### src/hdl/cfb_pkg.sv
// Shared types, constants and the CRC8 fold for the CRSF frame builder.
`default_nettype none

package cfb_pkg;

    // Command codes on the input channel.
    localparam logic CMD_START   = 1'b0;
    localparam logic CMD_PAYLOAD = 1'b1;

    // Frame constants.
    localparam logic [7:0] SYNC_BYTE = 8'hC8;
    localparam logic [7:0] CRC_POLY  = 8'hD5;

    // Defaults for the top-level parameters.
    localparam int MAX_PAYLOAD_DEF = 60;
    localparam int QUEUE_DEPTH_DEF = 4;

    // One queue entry: up to four frame bytes, sent from slot 0 up to last_idx.
    typedef struct packed {
        logic [1:0]      last_idx;
        logic            crc_end;
        logic [3:0][7:0] bytes;
    } entry_t;

    // Front to queue.
    typedef struct packed {
        logic   valid;
        entry_t entry;
    } push_t;

    // Queue to back.
    typedef struct packed {
        logic   empty;
        entry_t entry;
    } head_t;

    // CRC8, MSB first, no reflection, no final xor.
    function automatic logic [7:0] crc8_fold(logic [7:0] crc, logic [7:0] data);
        logic [7:0] v;
        v = crc ^ data;
        for (int k = 0; k < 8; k++) begin
            if (v[7]) begin
                v = {v[6:0], 1'b0} ^ CRC_POLY;
            end else begin
                v = {v[6:0], 1'b0};
            end
        end
        return v;
    endfunction

endpackage

`default_nettype wire

### src/hdl/cfb_front.sv
// Front end: accepts commands, tracks the open frame and the CRC, builds queue entries.
`default_nettype none

module cfb_front
    import cfb_pkg::*;
#(
    parameter int MAX_PAYLOAD = MAX_PAYLOAD_DEF
) (
    input  wire logic       aclk,
    input  wire logic       aresetn,
    input  wire logic       s_valid,
    output logic            s_ready,
    input  wire logic       s_command,
    input  wire logic [7:0] s_frame_type,
    input  wire logic [5:0] s_payload_length,
    input  wire logic [7:0] s_data_byte,
    input  wire logic       q_full,
    output push_t           q_push
);

    logic [7:0] crc_reg, crc_next;
    logic [5:0] rem_reg, rem_next;
    logic       open_reg, open_next;

    logic       accept;
    logic [7:0] type_crc;
    logic [7:0] data_crc;
    logic [5:0] rem_dec;
    logic       too_long;

    assign s_ready  = !q_full;
    assign accept   = s_valid && s_ready;
    assign type_crc = crc8_fold(8'h00, s_frame_type);
    assign data_crc = crc8_fold(crc_reg, s_data_byte);
    assign rem_dec  = (rem_reg != 6'd0) ? (rem_reg - 6'd1) : rem_reg;
    assign too_long = ({2'b00, s_payload_length} > 8'(MAX_PAYLOAD));

    always_comb begin
        crc_next     = crc_reg;
        rem_next     = rem_reg;
        open_next    = open_reg;
        q_push       = '0;
        if (accept) begin
            unique case (s_command)
                CMD_START: begin
                    open_next = 1'b0;
                    rem_next  = 6'd0;
                    if (!too_long) begin
                        crc_next                = type_crc;
                        q_push.valid            = 1'b1;
                        q_push.entry.bytes[0]   = SYNC_BYTE;
                        q_push.entry.bytes[1]   = {2'b00, s_payload_length} + 8'd2;
                        q_push.entry.bytes[2]   = s_frame_type;
                        q_push.entry.bytes[3]   = type_crc;
                        if (s_payload_length == 6'd0) begin
                            q_push.entry.last_idx = 2'd3;
                            q_push.entry.crc_end  = 1'b1;
                        end else begin
                            q_push.entry.last_idx = 2'd2;
                            rem_next              = s_payload_length;
                            open_next             = 1'b1;
                        end
                    end
                end
                CMD_PAYLOAD: begin
                    if (open_reg) begin
                        crc_next              = data_crc;
                        rem_next              = rem_dec;
                        q_push.valid          = 1'b1;
                        q_push.entry.bytes[0] = s_data_byte;
                        q_push.entry.bytes[1] = data_crc;
                        if (rem_dec == 6'd0) begin
                            // Last payload byte: the CRC byte closes the frame.
                            q_push.entry.last_idx = 2'd1;
                            q_push.entry.crc_end  = 1'b1;
                            open_next             = 1'b0;
                        end
                    end
                end
                default: begin
                end
            endcase
        end
    end

    always_ff @(posedge aclk) begin
        if (!aresetn) begin
            crc_reg  <= 8'h00;
            rem_reg  <= 6'd0;
            open_reg <= 1'b0;
        end else begin
            crc_reg  <= crc_next;
            rem_reg  <= rem_next;
            open_reg <= open_next;
        end
    end

endmodule

`default_nettype wire

### src/hdl/cfb_queue.sv
// Short register queue of frame entries between the front and back ends.
`default_nettype none

module cfb_queue
    import cfb_pkg::*;
#(
    parameter int DEPTH = QUEUE_DEPTH_DEF
) (
    input  wire logic  aclk,
    input  wire logic  aresetn,
    input  wire push_t q_push,
    input  wire logic  q_pop,
    output logic       q_full,
    output head_t      q_head
);

    localparam int PTR_W = (DEPTH > 1) ? $clog2(DEPTH) : 1;
    localparam int CNT_W = $clog2(DEPTH + 1);
    localparam logic [PTR_W-1:0] LAST_PTR = PTR_W'(DEPTH - 1);

    entry_t            mem_reg [DEPTH];
    logic [PTR_W-1:0]  wr_ptr_reg, wr_ptr_next;
    logic [PTR_W-1:0]  rd_ptr_reg, rd_ptr_next;
    logic [CNT_W-1:0]  cnt_reg, cnt_next;
    logic              do_push;
    logic              do_pop;

    assign q_full       = (cnt_reg == CNT_W'(DEPTH));
    assign q_head.empty = (cnt_reg == '0);
    assign q_head.entry = mem_reg[rd_ptr_reg];
    assign do_push      = q_push.valid && !q_full;
    assign do_pop       = q_pop && !q_head.empty;

    always_comb begin
        wr_ptr_next = wr_ptr_reg;
        rd_ptr_next = rd_ptr_reg;
        cnt_next    = cnt_reg;
        if (do_push) begin
            wr_ptr_next = (wr_ptr_reg == LAST_PTR) ? '0 : wr_ptr_reg + PTR_W'(1);
        end
        if (do_pop) begin
            rd_ptr_next = (rd_ptr_reg == LAST_PTR) ? '0 : rd_ptr_reg + PTR_W'(1);
        end
        if (do_push && !do_pop) begin
            cnt_next = cnt_reg + CNT_W'(1);
        end else if (do_pop && !do_push) begin
            cnt_next = cnt_reg - CNT_W'(1);
        end
    end

    always_ff @(posedge aclk) begin
        if (do_push) begin
            mem_reg[wr_ptr_reg] <= q_push.entry;
        end
    end

    always_ff @(posedge aclk) begin
        if (!aresetn) begin
            wr_ptr_reg <= '0;
            rd_ptr_reg <= '0;
            cnt_reg    <= '0;
        end else begin
            wr_ptr_reg <= wr_ptr_next;
            rd_ptr_reg <= rd_ptr_next;
            cnt_reg    <= cnt_next;
        end
    end

endmodule

`default_nettype wire

### src/hdl/cfb_back.sv
// Back end: one head entry byte per cycle to output register unless stalled.
`default_nettype none

module cfb_back
    import cfb_pkg::*;
(
    input  wire logic  aclk,
    input  wire logic  aresetn,
    input  wire head_t q_head,
    output logic       q_pop,
    output logic       m_valid,
    input  wire logic  m_ready,
    output logic [7:0] m_out_byte,
    output logic       m_frame_end
);

    logic       m_valid_reg, m_valid_next;
    logic [7:0] byte_reg;
    logic       end_reg;
    logic [1:0] idx_reg, idx_next;
    logic       load;
    logic       at_last;

    assign load    = !q_head.empty && (!m_valid_reg || m_ready);
    assign at_last = (idx_reg == q_head.entry.last_idx);
    assign q_pop   = load && at_last;

    always_comb begin
        idx_next     = idx_reg;
        m_valid_next = m_valid_reg && !m_ready;
        if (load) begin
            m_valid_next = 1'b1;
            idx_next     = at_last ? 2'd0 : idx_reg + 2'd1;
        end
    end

    always_ff @(posedge aclk) begin
        if (load) begin
            byte_reg <= q_head.entry.bytes[idx_reg];
            end_reg  <= q_head.entry.crc_end && at_last;
        end
    end

    always_ff @(posedge aclk) begin
        if (!aresetn) begin
            m_valid_reg <= 1'b0;
            idx_reg     <= 2'd0;
        end else begin
            m_valid_reg <= m_valid_next;
            idx_reg     <= idx_next;
        end
    end

    assign m_valid     = m_valid_reg;
    assign m_out_byte  = byte_reg;
    assign m_frame_end = end_reg;

endmodule

`default_nettype wire

### src/hdl/crsf_frame_builder_crc8_top.sv
// Top level of the CRSF frame builder with DVB-S2 CRC8.
//
//  Channel  Direction  Handshake           Payload
//  s_       in         s_valid / s_ready   s_command, s_frame_type, s_payload_length, s_data_byte
//  m_       out        m_valid / m_ready   m_out_byte, m_frame_end
//
// An input transfer can be taken every cycle while the entry queue has room; the
// front end folds a byte into the CRC in the same cycle it accepts it.
// The output side delivers one frame byte per cycle while m_ready holds, so a start gives three
// or four output bytes and a payload byte one or two; the output port sets the sustained rate.
// Reset is synchronous and active low; it closes any open frame and empties the queue.
// Either side may stall on its own: the queue absorbs up to QUEUE_DEPTH entries.
`default_nettype none

module crsf_frame_builder_crc8_top
    import cfb_pkg::*;
#(
    parameter int MAX_PAYLOAD = MAX_PAYLOAD_DEF,
    parameter int QUEUE_DEPTH = QUEUE_DEPTH_DEF
) (
    input  wire logic       aclk,
    input  wire logic       aresetn,
    input  wire logic       s_valid,
    output logic            s_ready,
    input  wire logic       s_command,
    input  wire logic [7:0] s_frame_type,
    input  wire logic [5:0] s_payload_length,
    input  wire logic [7:0] s_data_byte,
    output logic            m_valid,
    input  wire logic       m_ready,
    output logic [7:0]      m_out_byte,
    output logic            m_frame_end
);

    // Entries carry up to four bytes from the front end to the back end.
    push_t q_push;
    head_t q_head;
    logic  q_full;
    logic  q_pop;

    // The front end classifies each transfer and keeps the frame state.
    cfb_front #(
        .MAX_PAYLOAD (MAX_PAYLOAD)
    ) u_front (
        .aclk             (aclk),
        .aresetn          (aresetn),
        .s_valid          (s_valid),
        .s_ready          (s_ready),
        .s_command        (s_command),
        .s_frame_type     (s_frame_type),
        .s_payload_length (s_payload_length),
        .s_data_byte      (s_data_byte),
        .q_full           (q_full),
        .q_push           (q_push)
    );

    // The queue decouples the two sides.
    cfb_queue #(
        .DEPTH (QUEUE_DEPTH)
    ) u_queue (
        .aclk    (aclk),
        .aresetn (aresetn),
        .q_push  (q_push),
        .q_pop   (q_pop),
        .q_full  (q_full),
        .q_head  (q_head)
    );

    // The back end serializes entries onto the output channel.
    cfb_back u_back (
        .aclk        (aclk),
        .aresetn     (aresetn),
        .q_head      (q_head),
        .q_pop       (q_pop),
        .m_valid     (m_valid),
        .m_ready     (m_ready),
        .m_out_byte  (m_out_byte),
        .m_frame_end (m_frame_end)
    );

`ifndef SYNTHESIS
    // An entry enters the queue only for an accepted input transfer.
    a_push_needs_accept: assert property (@(posedge aclk) disable iff (!aresetn)
        q_push.valid |-> (s_valid && s_ready))
        else $error("queue push without an input transfer");

    // The back end never retires an entry from an empty queue.
    a_pop_not_empty: assert property (@(posedge aclk) disable iff (!aresetn)
        q_pop |-> !q_head.empty)
        else $error("queue pop while empty");

    // A start over the length bound produces no entry.
    a_long_start_dropped: assert property (@(posedge aclk) disable iff (!aresetn)
        (s_valid && s_ready && (s_command == CMD_START)
            && ({2'b00, s_payload_length} > 8'(MAX_PAYLOAD))) |-> !q_push.valid)
        else $error("oversized start produced output");

    // A valid start always opens its entry with the sync byte.
    a_start_sync: assert property (@(posedge aclk) disable iff (!aresetn)
        (s_valid && s_ready && (s_command == CMD_START)
            && ({2'b00, s_payload_length} <= 8'(MAX_PAYLOAD)))
            |-> (q_push.valid && (q_push.entry.bytes[0] == SYNC_BYTE)))
        else $error("start entry missing sync byte");
`endif

endmodule

`default_nettype wire
### config.mk
export PLATFORM = sky130hd
export DESIGN_NAME = crsf_frame_builder_crc8_top
export DESIGN_NICKNAME = d
export VERILOG_FILES = /design/src/hdl/cfb_pkg.sv /design/src/hdl/cfb_front.sv /design/src/hdl/cfb_queue.sv /design/src/hdl/cfb_back.sv /design/src/hdl/crsf_frame_builder_crc8_top.sv
export SDC_FILE = /design/constraint.sdc
export NUM_CORES = 1
export LEC_CHECK = 0
export ABC_AREA = 1
export BUFFER_PORTS_ARGS = -buffer_cell sky130_fd_sc_hd__clkbuf_2
export CORE_AREA = 5 5 127 189
export DETAILED_ROUTE_END_ITERATION = 8
export DIE_AREA = 0 0 132 194
export HOLD_SLACK_MARGIN = 0.06
export SYNTH_ARGS = -nofsm -noshare
export SYNTH_HDL_FRONTEND = slang
export SYNTH_SLANG_ARGS = --single-unit
### constraint.sdc
create_clock -name aclk -period 3.39 [get_ports aclk]
set_input_delay 0.339 -clock aclk [delete_from_list [all_inputs] [get_ports aclk]]
set_output_delay 0.339 -clock aclk [all_outputs]
set_load 0.02 [all_outputs]
After elaboration in Yosys (flattened, before gate mapping)
Memory sizes are Yosys's and may differ from the RTL's. A register that Yosys moved wholly into a read port is not among the register bits.
Index checks and enable logic that the tools add are counted.
- add/sub/neg operators: 7
- $lt $le $gt $ge: 2
- multiplexer cells: 51
- eq/ne operators: 6
- reductions and logical operators: 23
- bitwise logic cells: 18
- operators by type and width (operator ; number):
    $mux W8 ; 19
    $not A5 Y5 ; 16
    $mux W36 ; 2
    $mux W16 ; 2
    $pmux W16 S2 ; 1
    $mux W6 ; 4
    $bmux W8 S2 ; 1
    $pmux W8 S2 ; 1
    $logic_not A6 Y1 ; 2
    $mux W2 ; 6
    $pmux W6 S2 ; 1
    $logic_and A1 B1 Y1 ; 9
    $mux W1 ; 9
    $pmux W4 S2 ; 1
    $xor A8 B8 Y8 ; 1
    $add A6 B2 Y7 const B ; 1
    $add A2 B1 Y2 const B ; 3
    $gt A6 B6 Y1 const B ; 1
    $logic_not A1 Y1 ; 6
    $mux W3 ; 2
    $reduce_bool A6 Y1 ; 1
    $sub A6 B1 Y6 const B ; 1
    $eq A2 B2 Y1 const B ; 2
    $mux W4 ; 1
    other kinds (14) ; 14
- memory bits (writable): 140
- memories: 1
- input port bits: 27
- bits in registers: 34
- memory list (memory ; words ; width ; rd ports ; clocked after memory_dff ; wr ports ; line ; RTL):
    u_queue.mem_reg ; 4 ; 35 ; 1 ; 1 ; 1 ; cfb_queue.sv:21 ; entry_t mem_reg [DEPTH];

Depth between registers and ports, before layout
Gate-level depths: netlist of run 1.
- word-level depth: 25
- depth in mapped cells: 17
- gate-level depth less buffers: 17

Hierarchy
Synthesis of run 1 repeated with hierarchy kept, for this count alone.
- cell total of the unflattened synthesis: 856
- area, all modules: 8425.6 µm²
- by module, submodules not included (module ; area an instance (µm²) ; cells an instance ; seq. area each (µm²) ; instances):
    cfb_queue ; 5675.4 ; 410 ; 4384.2 ; 1
    cfb_front ; 2033.2 ; 360 ; 300.3 ; 1
    cfb_back ; 716.9 ; 86 ; 330.3 ; 1

Least setup slack after synthesis of run 1
Ideal clock, no wire load.
- path type: register -> register
- from: register u_queue.cnt_reg[0]
- to: memory u_queue.mem_reg[3][0] in the netlist's numbering (enable)
- cell stages (with the launch flop): 10
- buffers on the path: 1
- setup slack: 140 ps
- clock period less this slack: 3250 ps
- arrival time: 2825 ps
- setup time: 425 ps
- cells stage by stage: dfxtp_1 inv_1 nand3_1 nand2_2 inv_2 o21ai_2 inv_2 nand2_2 buf_2 nor2_1
- longest elaborated chain between the ends: 7
- RTL lines (element ; line ; RTL):
    start, declared ; cfb_queue.sv:24 ; logic [CNT_W-1:0] cnt_reg, cnt_next;
    start signal, assigned ; cfb_queue.sv:65 ; cnt_reg <= cnt_next;
    $eq A3 B3 Y1 (*) ; cfb_queue.sv:28 ; assign q_full = (cnt_reg == CNT_W'(DEPTH));
    $logic_not A1 Y1 (*) ; cfb_front.sv:31 ; assign s_ready = !q_full;
    named net s_ready ; crsf_frame_builder_crc8_top.sv:24 ; output logic s_ready,
    $logic_and A1 B1 Y1 ; cfb_front.sv:32 ; assign accept = s_valid && s_ready;
    $mux W36 ; cfb_front.sv:43 ; if (accept) begin
    $logic_and A1 B1 Y1 (*) ; cfb_queue.sv:31 ; assign do_push = q_push.valid && !q_full;
    $mux W1 (*) ; cfb_queue.sv:52 ; if (do_push) begin
    $mux W1 (implied by the code) (*) ; cfb_queue.sv:53 ; mem_reg[wr_ptr_reg] <= q_push.entry;
    end, declared ; cfb_queue.sv:21 ;
Mark *: on every way through the listed nets, which the timed path passes. The rest lies on a longest branch.

==> results.toml, run 1 <==
[outcome]
status = "finished, final reports clean"

[sta]
rsz0062_at_grt = "false"
hold_violations = 0
setup_slack_ps = 693
fin_crit_ps = 2700
fin_crit_sh_pct = 79.6
worst_slew_pin_slew_ps = 654
setup_viol = 0
relSlewSlack_pct = 56.2
fmax_ghz = 0.371
drv_slew = 0
whs_ps = 192
skew_ps = 10.3
tns_ps = 0

[cells_and_area]
fin_nets = 907
fill_cells = 2099
area_growth_pct = 14.4
antenna_cells = 0
drive_gt1_share_pct = 16.4
final_common_cell = "edfxtp_1"
multiInputGateArea_sq_um = 3020
final_cell_mix = "edfxtp_1, nand2_1, nor2_1, o21ai_0, inv_1"
largest_reg_flops = 136
register_area_sq_um = 4900

[worst_setup_path]
crit_path_end_kind = "register"
timing.rr.end = "u_queue.cnt_reg[2]"
endpoint = "u_queue.cnt_reg[2]"
required_ps = 3750
critPathLaunchType = "register"
ff2ff_setup_slack_ps = 690
critPathMaxFanout = 21
reg2reg_depth = 14
worstPathArrival_ps = 3060
critPathKind = "reg2reg"

[global_route]
grt_pass1_vias = 6005
grt_pass1_wl_um = 31900
antenna_found_initial = 0
grtUsageTotal_pct = 15.7
grt_remaining_overflow = 0
grt_max_degree = 49

[route]
drtIter0Drc = 383
drtAntennaViolNets = 0
drt_pass1_iterations = 4
vias = 6019
routed_wl_um = 20000
wl_per_cell_um = 17.2
drc = 0
avgViaCountPerCell = 5.19

[cts]
ctsHoldBuffers = 0
cts.clk_slew.worst_paths_ps = 70
clk_path_buf_depth = 2
clock_tree.root_cell = "clkbuf_16"
htree_levels = 4
cts_made_buffers = 17
tritoncts = "done"
post_cts_buffers = 0
insertion_delay_ps = 420
cts-resized-gates = 0
clock-sinks = 172

[synthesis]
ys_seq_area_share_pct = 59.1
yosysWarnings = 0
syn-num-nets = 866
ys_types = 39
synth_cells = 829
syn_area_sq_um = 8290
synth_seq_cells = 172
syn_avg_cell_area_sq_um = 10.0

[placement]
numPortBuffers = 37
dpl_worst_slack_ps = 727
dpl.hpwl_um = 13500
gp_congestion = 0.873

[floorplanning]
die_area_sq_um = 25600
core_sq_um = 22200
io_pins = 38
start_util_pct = 37.3
rows = 67
die_h_um = 194
die_width_um = 132

[worst_hold_path]
hp-class = "in2reg"

[pwr]
pwr_density_cell_nw_per_um2 = 762
ir_worst_vdd_v = 0.000304
p_leak_nw = 3.68

[flow_run]
cap_violations = 0
## synth_stat cells
master / number / area [sq um]
edfxtp_1: 145 / 4350
nand2_1: 126 / 473
nor2_1: 119 / 447
o21ai_0: 88 / 440
inv_1: 60 / 225
nand3_1: 42 / 210
a21oi_1: 29 / 145
dfxtp_1: 27 / 541
clkbuf_1: 25 / 93.8
o221ai_1: 23 / 201
xor2_1: 22 / 193
nand2_2: 21 / 131
o22ai_1: 12 / 75.1
inv_2: 10 / 37.5
ha_1: 9 / 113
o211ai_1: 9 / 67.6
nand2_4: 8 / 90.1
nand3_2: 7 / 70.1
buf_2: 6 / 30.0
xnor2_1: 6 / 52.6
a31oi_1: 5 / 31.3
nor3_1: 4 / 20.0
a211oi_1: 3 / 22.5
a21oi_2: 3 / 26.3
nand4_1: 3 / 18.8
clkinv_1: 2 / 7.51
nand3_4: 2 / 35.0
xnor2_2: 2 / 32.5
a221oi_1: 1 / 8.76
a32o_1: 1 / 10.0
buf_1: 1 / 3.75
buf_4: 1 / 7.51
fa_1: 1 / 20.0
nand3b_1: 1 / 7.51
nor4_1: 1 / 6.26
o21ai_1: 1 / 5.00
o21ai_2: 1 / 8.76
o22a_1: 1 / 8.76
xor2_2: 1 / 16.3
## worst min-delay path by stage
stage | startpoint | end | slack, ps | cells after the start
floorplan | u_queue.cnt_reg[2] | u_queue.cnt_reg[2] | 450 | 2
global placement | u_queue.cnt_reg[2] | u_queue.cnt_reg[2] | 480 | 2
detailed placement | u_queue.cnt_reg[2] | u_queue.cnt_reg[2] | 480 | 2
CTS | m_ready | u_back.m_valid | 180 | 4
global route | s_payload_length[4] | u_front.rem_reg[4] | 220 | 3
finish | m_ready | u_back.m_valid | 190 | 4
## where the power goes
| part | leakage (nW) | internal (mW) | switching, mW | total (mW) |
|---|---|---|---|---|
| clock network | 0.299 | 1.24 | 0.810 | 2.05 |
| logic | 1.80 | 0.751 | 1.66 | 2.41 |
| registers | 1.58 | 2.64 | 0.125 | 2.77 |
## cells by family after synthesis
group / after synthesis / synth area share (%)
AND/OR/NAND/NOR: 334 / 18.2
XOR/XNOR: 31 / 3.55
adder cells (fa/ha/maj): 10 / 1.60
AO/OA/AOI/OAI: 177 / 12.7
flip-flops: 172 / 59.1
buffers and inverters: 105 / 4.89
## critical path, cell delays in order (launching register included)
cell	delay [ps]
dfxtp_2	560
clkinv_1	240
o21ai_0	210
o22a_1	180
xor2_1	150
nor2_1	60
nand2_1	140
ha_1	170
inv_1	70
fa_1	430
nor2_1	110
nor2_1	40
nand2_1	70
o21ai_0	80
a21oi_1	120
## layout make-up
cell class,instances,share of cell area (%)
timing repair buffer,55,3.51
clock buffer,18,4.53
clock inverter,14,2.03
inverter,72,2.85
multi-input combinational,552,31.8
tap,276,3.64
sequential,172,51.6
## through the flow
step	util (%)	power [mW]	instances	area [sq um]
floorplan	-	4.47	829	8290
global placement	39.9	5.23	1127	8860
detailed placement	39.9	5.25	1127	8860
CTS	42.7	7.29	1159	9480
global route	42.7	7.68	1159	9480
finish	42.7	7.22	1159	9480
## layer usage
metal	vias up	wire (um)	global-route usage [%]
met1	2873	8080	18.6
met4	0	587	7.24
met3	33	754	2.60
met5	-	0	0
met2	149	10500	27.5
li1	2964	-	-
Power figures use the tool's default switching activity.
==> inputs of run 2 (changes only) <==
- ABC_AREA: 1 -> 0
- CORE_AREA: 5 5 127 189 -> 5 5 122 182
- DIE_AREA: 0 0 132 194 -> 0 0 127 187
- clock period: 3.39 -> 2.5 ns (I/O delays scaled with it)
==> results.toml, run 2 <==
[cts]
insertion_delay_ps = 430
cts_made_buffers = 17
tritoncts = "done"
clock-sinks = 172
cts.clk_slew.worst_paths_ps = 70
post_cts_buffers = 0
clock_tree.root_cell = "clkbuf_16"
htree_levels = 4
clk_path_buf_depth = 2

[route]
avgViaCountPerCell = 5.31
drtIter0Drc = 297
wl_per_cell_um = 20.6
routed_wl_um = 16400
drc = 0
vias = 4222
drtAntennaViolNets = 0
drt_pass1_iterations = 4

[synthesis]
synth_edf_count = 145
synth.top_cell.area_share_pct = 56.9
synth_seq_cells = 172
yosysMostFrequentCell = "edfxtp_1"
ys_seq_area_share_pct = 63.9
syn_area_sq_um = 7660
synth.area.top_cells = "edfxtp_1, mux4_2, dfxtp_1"
async_reset_ff_share_pct = 0
yosysWarnings = 0
syn-num-nets = 504
synthFlopType = "edfxtp_1"
ys_types = 61
synth_cells = 467
synth_top_area_cell = "edfxtp_1"
syn_avg_cell_area_sq_um = 16.4
synth_commonest_cells = "edfxtp_1, mux4_2, xnor2_1"

[global_route]
grt_max_degree = 35
grt_pass1_vias = 4547
grt_pass1_wl_um = 26300
grtUsageTotal_pct = 14.6
grt_remaining_overflow = 0
antenna_found_initial = 0

[sta]
relSlewSlack_pct = 31.2
skew_ps = 12.0
setup_viol = 0
drv_slew = 0
worst_slew_pin_slew_ps = 1030
fin_crit_sh_pct = 96.4
hold_violations = 0
tns_ps = 0
rsz0062_at_grt = "true"
fin_crit_ps = 2410
fmax_ghz = 0.415
setup_slack_ps = 89.4

[pwr]
pwr_density_cell_nw_per_um2 = 1040
p_total_mw = 9.18
ir_worst_vdd_v = 0.000496
p_leak_nw = 3.05

[cells_and_area]
antenna_cells = 0
final_common_cell = "edfxtp_1"
final_cell_mix = "edfxtp_1, mux4_2, clkbuf_2, xnor2_1, nor2_1"
final_util_pct = 43.6
area_growth_pct = 15.7
fin_nets = 555
drive_gt1_share_pct = 29.8
fin_cells = 795
largest_reg_flops = 136

[worst_setup_path]
critPathKind = "reg2reg"
crit_path_end_kind = "register"
critPathMaxFanout = 3
worstPathArrival_ps = 2770
critPathLaunchType = "register"
required_ps = 2860

[worst_hold_path]
hp-class = "in2reg"

[floorplanning]
start_util_pct = 37.6
die_area_sq_um = 23700
die_width_um = 127
die_h_um = 187
io_pins = 38
rows = 64
core_sq_um = 20300

[placement]
dp_cells = 763
dpl_worst_slack_ps = -5.79
numPortBuffers = 37
gp_congestion = 0.889
dpl.hpwl_um = 10900

[flow_run]
cap_violations = 0

[outcome]
status = "finished, final reports clean"
[run 2: changes by cell type after synthesis, moves of 22 or more]
| cell | delta |
|---|---|
| nor2_1 | -92 |
| nand2_1 | -106 |
| o221ai_1 | -23 |
| mux4_2 | +42 |
| o21ai_0 | -79 |
| inv_1 | -50 |
| nand3_1 | -34 |
| xnor2_1 | +22 |
[run 2: worst paths after layout]
path / startpoint / to / slack [ps] / depth (start not counted)
worst max-delay path: register / u_queue.cnt_reg[2] / 90 / 9
worst min-delay path: m_ready / u_back.m_valid / 110 / 4
worst max register to register: register / u_queue.cnt_reg[2] / 90 / 9
worst min register to register: u_back.m_valid / u_back.m_valid / 490 / 2
[run 2: repair_timing]
item | 4_1_cts | 5_1_grt
hold buffers | 0 | 0
gates resized for setup | 1 | 5
pin swaps | 0 | 5
setup endpoints to repair | 1 | 5
gates cloned | 0 | 0
[run 2: worst max-delay path: stages, from the launching register on]
cell and delay, ps:
dfxtp_4 360, mux4_2 530, xnor2_2 170, nand3_2 100, ha_4 140, inv_1 50
fa_2 340, xor2_1 180, or3_4 370, a21oi_2 120
[run 2: where the power goes]
group          switching (mW)  leakage (nW)  internal (mW)  total (mW)
Combinational            1.45          1.19           1.35        2.80
Sequential              0.160          1.58           3.56        3.72
Clock                    1.16         0.286           1.51        2.66
Total                    2.76          3.05           6.42        9.18
[run 2: layer usage]
metal  track usage [%]  vias to the layer above  wire length, um
li1                  -                     1926                -
met3              2.49                        9              485
met5                 0                        -                0
met4              5.24                        0              180
met1              17.4                     2213             6630
met2              26.3                       74             9090
[run 2: cells by family (layout without fill, tap and decap cells)]
logic type      Yosys count  after routing  synth area share, %
compound gates           59             59                 5.54
xor+xnor                 51             51                 7.70
fa+ha+maj                10             10                 1.73
buf+inv                  34             98                 1.91
flops                   172            172                 63.9
mux                      46             46                 12.9
simple gates             95             95                 6.31
[run 2: stage by stage]
stage | hold slack (ps) | area (sq um)
final | 110 | 8860
after global routing | 119 | 8860
after CTS | 94.2 | 8830
after detailed placement | 482 | 8230
after global placement | 465 | 8230
after floorplan | 402 | 7680
[run 2: area by class of cell]
class / instances / area (sq um)
fillers: 1825 / 11500
flip-flops and latches: 172 / 4900
multi-input cells: 261 / 2660
clock buffers: 17 / 425
well taps: 264 / 330
repair buffers: 53 / 318
clock inverters: 15 / 175
inverters: 13 / 48.8
